==> config.mk <==
export PLATFORM = sky130hd
export DESIGN_NAME = arpc_engine
export DESIGN_NICKNAME = d
export VERILOG_FILES = /design/src/rtl/core/arpc_pkg.sv /design/src/rtl/core/arpc_engine.sv
export VERILOG_INCLUDE_DIRS = /design/src /design/src/rtl/core
export SDC_FILE = /design/constraint.sdc
export NUM_CORES = 1
export LEC_CHECK = 0
export BUFFER_PORTS_ARGS = -buffer_cell sky130_fd_sc_hd__buf_2
export CAP_MARGIN = 20
export CORE_AREA = 2 2 160 162
export DETAILED_ROUTE_END_ITERATION = 8
export DIE_AREA = 0 0 162 164
export GPL_TIMING_DRIVEN = 0
export PLACE_DENSITY_LB_ADDON = 0.05
export SYNTH_ARGS = -nofsm -noshare
export SYNTH_HDL_FRONTEND = slang
export SYNTH_SLANG_ARGS = --single-unit
==> constraint.sdc <==
create_clock -name clk -period 11.7 [get_ports clk]
set_clock_uncertainty 0.1 [all_clocks]
set_input_delay 3.51 -clock clk [delete_from_list [all_inputs] [get_ports clk]]
set_output_delay 3.51 -clock clk [all_outputs]
set_load 0.005 [all_outputs]
==> src/rtl/core/arp_cache_table_assert.svh <==
// Assertion macros used by the ARP cache scan engine.
`ifndef ARP_CACHE_TABLE_ASSERT_SVH
`define ARP_CACHE_TABLE_ASSERT_SVH

// Checks cons in the same cycle whenever ante holds; needs clk and rst_n in scope.
`define ARPC_ASSERT_NOW(label, ante, cons) \
    label: assert property (@(posedge clk) disable iff (!rst_n) (ante) |-> (cons)) \
        else $error("arpc assertion failed");

// Checks cons in the cycle after ante holds.
`define ARPC_ASSERT_NEXT(label, ante, cons) \
    label: assert property (@(posedge clk) disable iff (!rst_n) (ante) |=> (cons)) \
        else $error("arpc assertion failed");

`endif

==> src/rtl/core/arpc_pkg.sv <==
// Shared types and constants of the ARP cache table.
`default_nettype none

package arpc_pkg;

    localparam int SLOTS            = 4;
    localparam int PORTS_PER_SLOT   = 4;
    localparam int ENTRIES_PER_PORT = 16;

    localparam int TOTAL_ENTRIES = SLOTS * PORTS_PER_SLOT * ENTRIES_PER_PORT;
    localparam int ADDR_W        = (TOTAL_ENTRIES > 1) ? $clog2(TOTAL_ENTRIES) : 1;

    localparam int IP_W  = 32;
    localparam int MAC_W = 48;
    localparam int TAG_W = 8;

    localparam int IN_DATA_W  = ((IP_W + MAC_W + 3 * TAG_W + 7) / 8) * 8;
    localparam int OUT_DATA_W = ((MAC_W + 3 * TAG_W + 7) / 8) * 8;

    typedef logic [ADDR_W-1:0] addr_t;

    typedef struct packed {
        logic [TAG_W-1:0] port;
        logic [TAG_W-1:0] slot;
        logic [TAG_W-1:0] kind;
        logic [MAC_W-1:0] mac;
        logic [IP_W-1:0]  ip;
    } entry_t;

    localparam int ENTRY_W = $bits(entry_t);

    typedef struct packed {
        logic   rd_en;
        addr_t  rd_addr;
        logic   wr_en;
        addr_t  wr_addr;
        entry_t wr_data;
    } mem_req_t;

    typedef enum logic [2:0] {
        ST_MISS      = 3'd0,
        ST_HIT       = 3'd1,
        ST_REJECTED  = 3'd2,
        ST_UNCHANGED = 3'd3,
        ST_REFRESHED = 3'd4,
        ST_INSERTED  = 3'd5,
        ST_OVERFLOW  = 3'd6
    } status_t;

    typedef enum logic {
        OP_LOOKUP = 1'b0,
        OP_UPDATE = 1'b1
    } opcode_t;

    typedef enum logic [1:0] {
        S_IDLE,
        S_SCAN,
        S_DONE
    } eng_state_t;

    typedef struct packed {
        status_t          status;
        logic [TAG_W-1:0] port;
        logic [TAG_W-1:0] slot;
        logic [TAG_W-1:0] kind;
        logic [MAC_W-1:0] mac;
    } result_t;

endpackage

`default_nettype wire

==> src/rtl/core/arpc_engine.sv <==
// Scan engine: walks the store one entry per cycle for lookups and bank updates.
`default_nettype none
`include "arp_cache_table_assert.svh"

module arpc_engine (
    input  wire logic               clk,
    input  wire logic               rst_n,
    input  wire logic               in_valid,
    output logic                    in_ready,
    input  wire arpc_pkg::opcode_t  in_op,
    input  wire arpc_pkg::entry_t   in_entry,
    output arpc_pkg::mem_req_t      mem_req,
    input  wire arpc_pkg::entry_t   rd_entry,
    output logic                    res_valid,
    input  wire logic               res_ready,
    output arpc_pkg::result_t       result
);

    import arpc_pkg::*;

    eng_state_t state_reg, state_next;
    opcode_t    op_reg, op_next;
    entry_t     key_reg, key_next;
    addr_t      iss_addr_reg, iss_addr_next;
    logic       iss_active_reg, iss_active_next;
    addr_t      last_addr_reg, last_addr_next;
    addr_t      ovf_addr_reg, ovf_addr_next;
    logic       chk_valid_reg, chk_valid_next;
    addr_t      chk_addr_reg, chk_addr_next;
    logic       chk_last_reg, chk_last_next;
    logic       free_found_reg, free_found_next;
    addr_t      free_addr_reg, free_addr_next;
    result_t    res_reg, res_next;

    logic  bank_ok;
    addr_t bank_base;
    addr_t bank_last;
    addr_t bank_ovf;
    logic  entry_hit;
    logic  entry_free;

    assign bank_ok = (in_entry.slot < TAG_W'(SLOTS)) && (in_entry.port < TAG_W'(PORTS_PER_SLOT));
    assign bank_base = ADDR_W'((int'(in_entry.slot) * PORTS_PER_SLOT + int'(in_entry.port))
                               * ENTRIES_PER_PORT);
    assign bank_last = bank_base + ADDR_W'(ENTRIES_PER_PORT - 1);
    assign bank_ovf  = ADDR_W'((int'(in_entry.slot) * PORTS_PER_SLOT + PORTS_PER_SLOT - 1)
                               * ENTRIES_PER_PORT + ENTRIES_PER_PORT - 1);

    assign entry_hit  = (rd_entry.ip != '0) && (rd_entry.ip == key_reg.ip);
    assign entry_free = (rd_entry.ip == '0);

    always_ff @(posedge clk or negedge rst_n)
    begin
        if (!rst_n)
        begin
            state_reg      <= S_IDLE;
            iss_active_reg <= 1'b0;
            chk_valid_reg  <= 1'b0;
            free_found_reg <= 1'b0;
        end
        else
        begin
            state_reg      <= state_next;
            iss_active_reg <= iss_active_next;
            chk_valid_reg  <= chk_valid_next;
            free_found_reg <= free_found_next;
        end
    end

    always_ff @(posedge clk)
    begin
        op_reg        <= op_next;
        key_reg       <= key_next;
        iss_addr_reg  <= iss_addr_next;
        last_addr_reg <= last_addr_next;
        ovf_addr_reg  <= ovf_addr_next;
        chk_addr_reg  <= chk_addr_next;
        chk_last_reg  <= chk_last_next;
        free_addr_reg <= free_addr_next;
        res_reg       <= res_next;
    end

    always_comb
    begin
        state_next      = state_reg;
        op_next         = op_reg;
        key_next        = key_reg;
        iss_addr_next   = iss_addr_reg;
        iss_active_next = iss_active_reg;
        last_addr_next  = last_addr_reg;
        ovf_addr_next   = ovf_addr_reg;
        free_found_next = free_found_reg;
        free_addr_next  = free_addr_reg;
        res_next        = res_reg;
        in_ready        = 1'b0;
        res_valid       = (state_reg == S_DONE);

        mem_req         = '0;
        mem_req.rd_addr = iss_addr_reg;
        mem_req.rd_en   = iss_active_reg && (state_reg == S_SCAN);
        mem_req.wr_data = key_reg;

        // Read issue runs one address ahead of the compare stage.
        if (mem_req.rd_en)
        begin
            iss_addr_next = iss_addr_reg + 1'b1;
            if (iss_addr_reg == last_addr_reg)
            begin
                iss_active_next = 1'b0;
            end
        end
        chk_valid_next = mem_req.rd_en;
        chk_addr_next  = iss_addr_reg;
        chk_last_next  = (iss_addr_reg == last_addr_reg);

        unique case (state_reg)
            S_IDLE:
            begin
                in_ready = 1'b1;
                if (in_valid)
                begin
                    op_next         = in_op;
                    key_next        = in_entry;
                    free_found_next = 1'b0;
                    res_next        = '0;
                    res_next.status = ST_MISS;
                    if (in_op == OP_LOOKUP)
                    begin
                        iss_addr_next   = '0;
                        last_addr_next  = ADDR_W'(TOTAL_ENTRIES - 1);
                        iss_active_next = 1'b1;
                        state_next      = S_SCAN;
                    end
                    else if (!bank_ok)
                    begin
                        res_next.status = ST_REJECTED;
                        state_next      = S_DONE;
                    end
                    else
                    begin
                        iss_addr_next   = bank_base;
                        last_addr_next  = bank_last;
                        ovf_addr_next   = bank_ovf;
                        iss_active_next = 1'b1;
                        state_next      = S_SCAN;
                    end
                end
            end

            S_SCAN:
            begin
                if (chk_valid_reg)
                begin
                    if (op_reg == OP_LOOKUP)
                    begin
                        if (entry_hit)
                        begin
                            res_next.status = ST_HIT;
                            res_next.mac    = rd_entry.mac;
                            res_next.kind   = rd_entry.kind;
                            res_next.slot   = rd_entry.slot;
                            res_next.port   = rd_entry.port;
                            state_next      = S_DONE;
                        end
                        else if (chk_last_reg)
                        begin
                            state_next = S_DONE;
                        end
                    end
                    else if (entry_hit)
                    begin
                        if (rd_entry.mac == key_reg.mac)
                        begin
                            res_next.status = ST_UNCHANGED;
                        end
                        else
                        begin
                            mem_req.wr_en   = 1'b1;
                            mem_req.wr_addr = chk_addr_reg;
                            res_next.status = ST_REFRESHED;
                        end
                        state_next = S_DONE;
                    end
                    else if (chk_last_reg)
                    begin
                        // Whole bank seen without a match: first free entry, else overflow.
                        mem_req.wr_en = 1'b1;
                        if (free_found_reg)
                        begin
                            mem_req.wr_addr = free_addr_reg;
                            res_next.status = ST_INSERTED;
                        end
                        else if (entry_free)
                        begin
                            mem_req.wr_addr = chk_addr_reg;
                            res_next.status = ST_INSERTED;
                        end
                        else
                        begin
                            mem_req.wr_addr = ovf_addr_reg;
                            res_next.status = ST_OVERFLOW;
                        end
                        state_next = S_DONE;
                    end
                    else if (entry_free && !free_found_reg)
                    begin
                        free_found_next = 1'b1;
                        free_addr_next  = chk_addr_reg;
                    end
                end
                if (state_next == S_DONE)
                begin
                    iss_active_next = 1'b0;
                end
            end

            S_DONE:
            begin
                if (res_ready)
                begin
                    state_next = S_IDLE;
                end
            end

            default:
            begin
                state_next = S_IDLE;
            end
        endcase
    end

    assign result = res_reg;

    `ARPC_ASSERT_NOW(a_wr_only_in_scan, mem_req.wr_en, state_reg == S_SCAN)
    `ARPC_ASSERT_NOW(a_wr_only_on_update, mem_req.wr_en, op_reg == OP_UPDATE)
    `ARPC_ASSERT_NOW(a_hit_only_on_lookup, res_valid && (result.status == ST_HIT), op_reg == OP_LOOKUP)
    `ARPC_ASSERT_NEXT(a_last_compare_ends_scan, (state_reg == S_SCAN) && chk_valid_reg && chk_last_reg, state_reg == S_DONE)

endmodule

`default_nettype wire

== Word level (Yosys, flattened, before mapping) ==
Cells that the tools add are included.

* Input bits: 213
* Flip-flop bits (word level): 226
* Logic and storage cells: 118
* Output and inout port bits: 199

* Order comparisons: 2
* Mux-type cells: 51
* Add/sub/neg operators: 7
* Reduce and logical (&&, ||, !) cells: 17
* Bitwise gates (word level): 2
* Equality and inequality tests: 18

{| class="wikitable"
|+ Operator list
! kind !! number
|-
| 2-to-1 mux 75 bit || 3
|-
| case mux 75 bit (2 select lines) || 1
|-
| 2-to-1 mux 72 bit || 1
|-
| 2-to-1 mux 8 bit || 8
|-
| 2-to-1 mux 9 bit || 6
|-
| equality test 48 bit || 1
|-
| equality test 32 bit || 1
|-
| logical NOT 32 bit || 1
|-
| nonzero test 32 bit || 1
|-
| 2-to-1 mux 2 bit || 12
|-
| < comparator 8 x 3 -> 1 bit, second input constant || 2
|-
| != test 2 bit, second input constant || 7
|-
| 2-to-1 mux 1 bit || 13
|-
| 2-to-1 mux 3 bit || 4
|-
| AND reduction 5 bit || 2
|-
| adder 8 x 1 -> 8 bit, second input constant || 1
|-
| adder 8 x 4 -> 8 bit, second input constant || 1
|-
| adder 8 x 6 -> 8 bit, second input constant || 1
|-
| equality test 8 bit || 1
|-
| subtractor 8 x 2 -> 8 bit, second input constant || 1
|-
| AND reduction 7 bit || 1
|-
| != test 2 x 1 -> 1 bit, second input constant || 3
|-
| != test 3 bit, second input constant || 2
|-
| case mux 2 bit (3 select lines) || 1
|-
| 15 further kinds || 22
|}

== Longest topological paths before layout ==
* Depth in word-level cells: 8
* Depth in mapped cells: 8

== Worst setup path before layout ==
No wires, ideal clock.

* Path type: input -> output
* Start point: in rd_entry[24] (netlist name)
* End point: out mem_req[106] (netlist name)
* Required time: 8.090 ns
* Path slack: 3.024 ns
* Buffers on the path: 2
* Data arrival time: 5.066 ns
* Stages on the path: 8
* Cells stage by stage: nor4_1 -> nand4_1 -> or2_0 -> buf_2 -> and3_1 -> or3_1 -> buf_2 -> o2bb2ai_1

{| class="wikitable"
|+ RTL lines
! what !! line !! source
|-
| start: declaration || arpc_engine.sv:13 || <nowiki>input wire arpc_pkg::entry_t rd_entry,</nowiki>
|-
| end: declaration || arpc_engine.sv:12 || <nowiki>output arpc_pkg::mem_req_t mem_req,</nowiki>
|}

==> impl_metrics.prom <==
# TYPE chip_impl_metric gauge
chip_impl_info{name="result_of_the_run",value="complete, no violations"} 1
chip_impl_info{name="tritoncts",value="done"} 1
chip_impl_metric{name="fillers",unit=""} 2332
chip_impl_metric{name="vert_die_dim",unit="um"} 164
chip_impl_metric{name="cts.reportedPaths.clkPinSlew",unit="ns"} 0.06
chip_impl_metric{name="register_area",unit="mm^2"} 0.006291
chip_impl_metric{name="power_report.internal_total",unit="W"} 0.001863
chip_impl_metric{name="cp.arrival",unit="ns"} 5.88
chip_impl_metric{name="drive_above_1_share",unit="%"} 45.73
chip_impl_metric{name="io-pin-count",unit=""} 412
chip_impl_metric{name="grt_max_degree",unit=""} 61
chip_impl_metric{name="nNetsFinal",unit=""} 1214
chip_impl_metric{name="numCtsBuffers",unit=""} 26
chip_impl_metric{name="synth_fp_nets",unit=""} 771
chip_impl_metric{name="finalWorstPathRequiredPeriod",unit="ns"} 9.488
chip_impl_metric{name="route.detailed.wl_per_inst",unit="um"} 18.87
chip_impl_metric{name="postSynthCellCount",unit=""} 556
chip_impl_metric{name="post_synth_num_cell_types",unit=""} 39
chip_impl_metric{name="final_critical_path_setup_slack",unit="ns"} 2.212
chip_impl_metric{name="worst-endpoint-required",unit="ns"} 8.09
chip_impl_metric{name="power.clock.fraction",unit="%"} 31.1
chip_impl_metric{name="avgSynthCellArea",unit="um^2"} 15.38
chip_impl_metric{name="final_core_util",unit="%"} 48.37
chip_impl_metric{name="initial_util",unit="%"} 34.45
chip_impl_metric{name="antenna_left",unit=""} 0
chip_impl_metric{name="cts.sink_count",unit=""} 216
chip_impl_metric{name="slew_viols_final",unit=""} 0
chip_impl_metric{name="placed_wire_length_estimate",unit="um"} 19930
chip_impl_metric{name="timing_worst_slew_pin_value",unit="ns"} 0.8892
chip_impl_metric{name="cts_resized",unit=""} 0
chip_impl_info{name="synthDominantAreaCellType",value="sky130_fd_sc_hd__edfxtp_1"} 1
chip_impl_metric{name="seq_power_share",unit="%"} 45.5
chip_impl_metric{name="htreeDepth",unit=""} 1
chip_impl_metric{name="antenna_found_initial",unit=""} 3
chip_impl_info{name="timing.hold.worst.class",value="flip-flop to flip-flop"} 1
chip_impl_metric{name="dieArea",unit="mm^2"} 0.02657
chip_impl_metric{name="synthesis.yosys.warnings",unit=""} 0
chip_impl_info{name="worst_setup_path_start_kind",value="input port"} 1
chip_impl_metric{name="numPortBuffers",unit=""} 411
chip_impl_metric{name="global_route_wire_length_before_repair",unit="um"} 36360
chip_impl_metric{name="track_usage",unit="%"} 18.23
chip_impl_metric{name="fp.dieW",unit="um"} 162
chip_impl_metric{name="min_period_over_period",unit="%"} 81.10
chip_impl_metric{name="max_reg_flops",unit=""} 104
chip_impl_metric{name="via_per_inst",unit=""} 4.543
chip_impl_info{name="timing.setup.critical_path_class",value="input port to primary output"} 1
chip_impl_metric{name="proportion_of_power_drawn_by_combinational_gates",unit="%"} 23.4
chip_impl_metric{name="post-place-ws",unit="ns"} 2.125
chip_impl_metric{name="placer_congestion_estimate",unit=""} 0.8163
chip_impl_info{name="synth_ff_type",value="sky130_fd_sc_hd__edfxtp_1"} 1
chip_impl_metric{name="multi_input_comb_area",unit="mm^2"} 0.002180
chip_impl_metric{name="max_cap_viol_count",unit=""} 0
chip_impl_metric{name="report.final.setup_viol",unit=""} 0
chip_impl_metric{name="clk_path_buf_depth",unit=""} 3
chip_impl_metric{name="synth-edff-count",unit=""} 194
chip_impl_metric{name="setup_tns",unit="ns"} 0
chip_impl_metric{name="ys_seq_elements",unit=""} 216
chip_impl_metric{name="fmaxAchievable",unit="MHz"} 105.4
chip_impl_metric{name="grt-ovfl-total",unit=""} 0
chip_impl_metric{name="drt_wl_total",unit="um"} 25500
chip_impl_metric{name="drt_iter0_drc",unit=""} 268
chip_impl_metric{name="post-synth-top-area-fraction",unit="%"} 68.13
chip_impl_metric{name="worst-path-max-fanout",unit=""} 6
chip_impl_metric{name="ff2ff_setup_slack",unit="ns"} 8.07
chip_impl_metric{name="grt_pass1_vias",unit=""} 6033
chip_impl_info{name="yosys.cell_count.top_type",value="sky130_fd_sc_hd__edfxtp_1"} 1
chip_impl_metric{name="drtPass1Iterations",unit=""} 4
chip_impl_metric{name="drc",unit=""} 0
chip_impl_metric{name="rows",unit=""} 58
chip_impl_metric{name="power_density",unit="mW/mm^2"} 217.5
chip_impl_metric{name="power_switching_share",unit="%"} 28.62
chip_impl_metric{name="fp.coreArea",unit="mm^2"} 0.02482
chip_impl_metric{name="cellLeakagePower",unit="nW"} 4.955
chip_impl_metric{name="cts_hold_repair.buffers",unit=""} 0
chip_impl_metric{name="stdcell_area",unit="mm^2"} 0.01201
chip_impl_metric{name="final_hold_viol_count",unit=""} 0
chip_impl_metric{name="max-slew-margin-rel",unit="%"} 40.72
chip_impl_metric{name="worst_skew_pair.late_latency",unit="ns"} 0.52
chip_impl_metric{name="placement.cell_area",unit="mm^2"} 0.01111
chip_impl_metric{name="synth_seq_area_share",unit="%"} 73.57
chip_impl_metric{name="share_of_flip_flops_with_an_asynchronous_set_or_reset_after_synthesis",unit="%"} 2.315
chip_impl_info{name="synthTopCellsByArea",value="sky130_fd_sc_hd__edfxtp_1 68%, sky130_fd_sc_hd__xor2_1 5.8%, sky130_fd_sc_hd__and2_1 5.3%, sky130_fd_sc_hd__dfxtp_1 4.0%, sky130_fd_sc_hd__xnor2_1 3.7%"} 1
chip_impl_metric{name="synthesis.area",unit="mm^2"} 0.008551
chip_impl_info{name="cp-end-kind",value="primary output"} 1
chip_impl_metric{name="max_rail_drop_vdd",unit="mV"} 0.1316
chip_impl_metric{name="via_count",unit=""} 6138
chip_impl_metric{name="p_switching",unit="W"} 0.0007473
chip_impl_metric{name="flow.area_growth_from_synthesis",unit="%"} 40.40
chip_impl_info{name="synth.top_cells.by_count",value="194 x sky130_fd_sc_hd__edfxtp_1, 73 x sky130_fd_sc_hd__and2_1, 57 x sky130_fd_sc_hd__xor2_1"} 1
chip_impl_info{name="rsz0062_at_grt",value="false"} 1
chip_impl_metric{name="cts.repair_timing.setup_buffer_count",unit=""} 0
chip_impl_info{name="clockRootBuffer",value="sky130_fd_sc_hd__clkbuf_16"} 1
-- logic make-up after synthesis --
kind of cell             Yosys count  share of synthesized area (%)
AO/OA/AOI/OAI                     38                          2.912
XOR/XNOR                          93                          9.526
adder cells (fa/ha/maj)            2                         0.2926
buffers and inverters             22                          1.054
flip-flops                       216                          73.57
multiplexers                       3                         0.3512
AND/OR/NAND/NOR                  182                          12.29
-- area by class of cell --
| class | instances | share of cell area [%] |
|---|---|---|
| Tap cell | 330 | 3.439 |
| Antenna cell | 2 | 0.04169 |
| Timing Repair Buffer | 415 | 17.80 |
| Multi-Input combinational cell | 318 | 18.16 |
| Sequential cell | 216 | 52.40 |
| Inverter | 7 | 0.2189 |
| Buffer | 15 | 0.5315 |
| Clock buffer | 35 | 6.660 |
| Clock inverter | 13 | 0.7504 |
-- critical path, stage by stage --
cell,delay (ns)
sky130_fd_sc_hd__buf_2,0.12
sky130_fd_sc_hd__xnor2_1,0.17
sky130_fd_sc_hd__nand4_1,0.13
sky130_fd_sc_hd__nor4_1,0.74
sky130_fd_sc_hd__nand3_1,0.35
sky130_fd_sc_hd__nor3_2,0.51
sky130_fd_sc_hd__o2bb2ai_1,0.20
sky130_fd_sc_hd__buf_2,0.15
-- power groups by stage --
stage | clock network [W] | logic (W) | registers (W)
after global placement | 0 | 0.000597 | 0.00124
after global routing | 0.000866 | 0.000676 | 0.00121
after floorplan | 0 | 0.000237 | 0.00125
after CTS | 0.000836 | 0.000632 | 0.00119
after detailed placement | 0 | 0.000631 | 0.00121
final | 0.000813 | 0.000611 | 0.00119
-- cells in the final DEF (no fill, tap or decap), types with 7 or more instances in the layout --
cell,synthesis,final
sky130_fd_sc_hd__a21oi_1,8,8
sky130_fd_sc_hd__and2_1,73,73
sky130_fd_sc_hd__buf_2,3,415
sky130_fd_sc_hd__clkbuf_1,11,13
sky130_fd_sc_hd__clkbuf_16,0,30
sky130_fd_sc_hd__dfxtp_1,17,17
sky130_fd_sc_hd__edfxtp_1,194,194
sky130_fd_sc_hd__inv_1,7,7
sky130_fd_sc_hd__nand2_1,19,19
sky130_fd_sc_hd__nand4_1,19,19
sky130_fd_sc_hd__nor2_1,16,15
sky130_fd_sc_hd__nor4_1,25,25
sky130_fd_sc_hd__o21ai_0,9,9
sky130_fd_sc_hd__xnor2_1,36,36
sky130_fd_sc_hd__xor2_1,57,57
-- metrics by stage --
stage	hold WS (ns)	total power, W	std cells
after detailed placement	0.3073	0.001836	1301
after global placement	0.3114	0.001841	1297
final	0.3087	0.002611	1351
after floorplan	0.2890	0.001484	556
after CTS	0.3146	0.002657	1349
after global routing	0.3201	0.002747	1351
-- worst paths after layout --
kind                                            endpoint  cells after the start                      from
min in group asynchronous        chk_valid_reg$_DFF_PN0_                      1                     rst_n
worst max register to register  result[56]$_SDFFCE_PN0P_                      8     mem_req[27]$_DFFE_PP_
worst min register to register   chk_addr_reg[1]$_DFF_P_                      0  chk_addr_next[1]$_DFF_P_
worst min-delay path             chk_addr_reg[1]$_DFF_P_                      0  chk_addr_next[1]$_DFF_P_
worst max-delay path                        mem_req[106]                      8              rd_entry[27]
max in group asynchronous       state_reg[1]$_DFFE_PN0P_                      1                     rst_n
-- per-layer routing --
layer | GRT usage (%) | part of all wire, %
met1 | 21.04 | 38
met3 | 4.621 | 7.8
met2 | 33.19 | 52
met5 | 0 | 0.071
met4 | 5.752 | 2.9
Note: power is estimated with default switching activity, not from simulation.
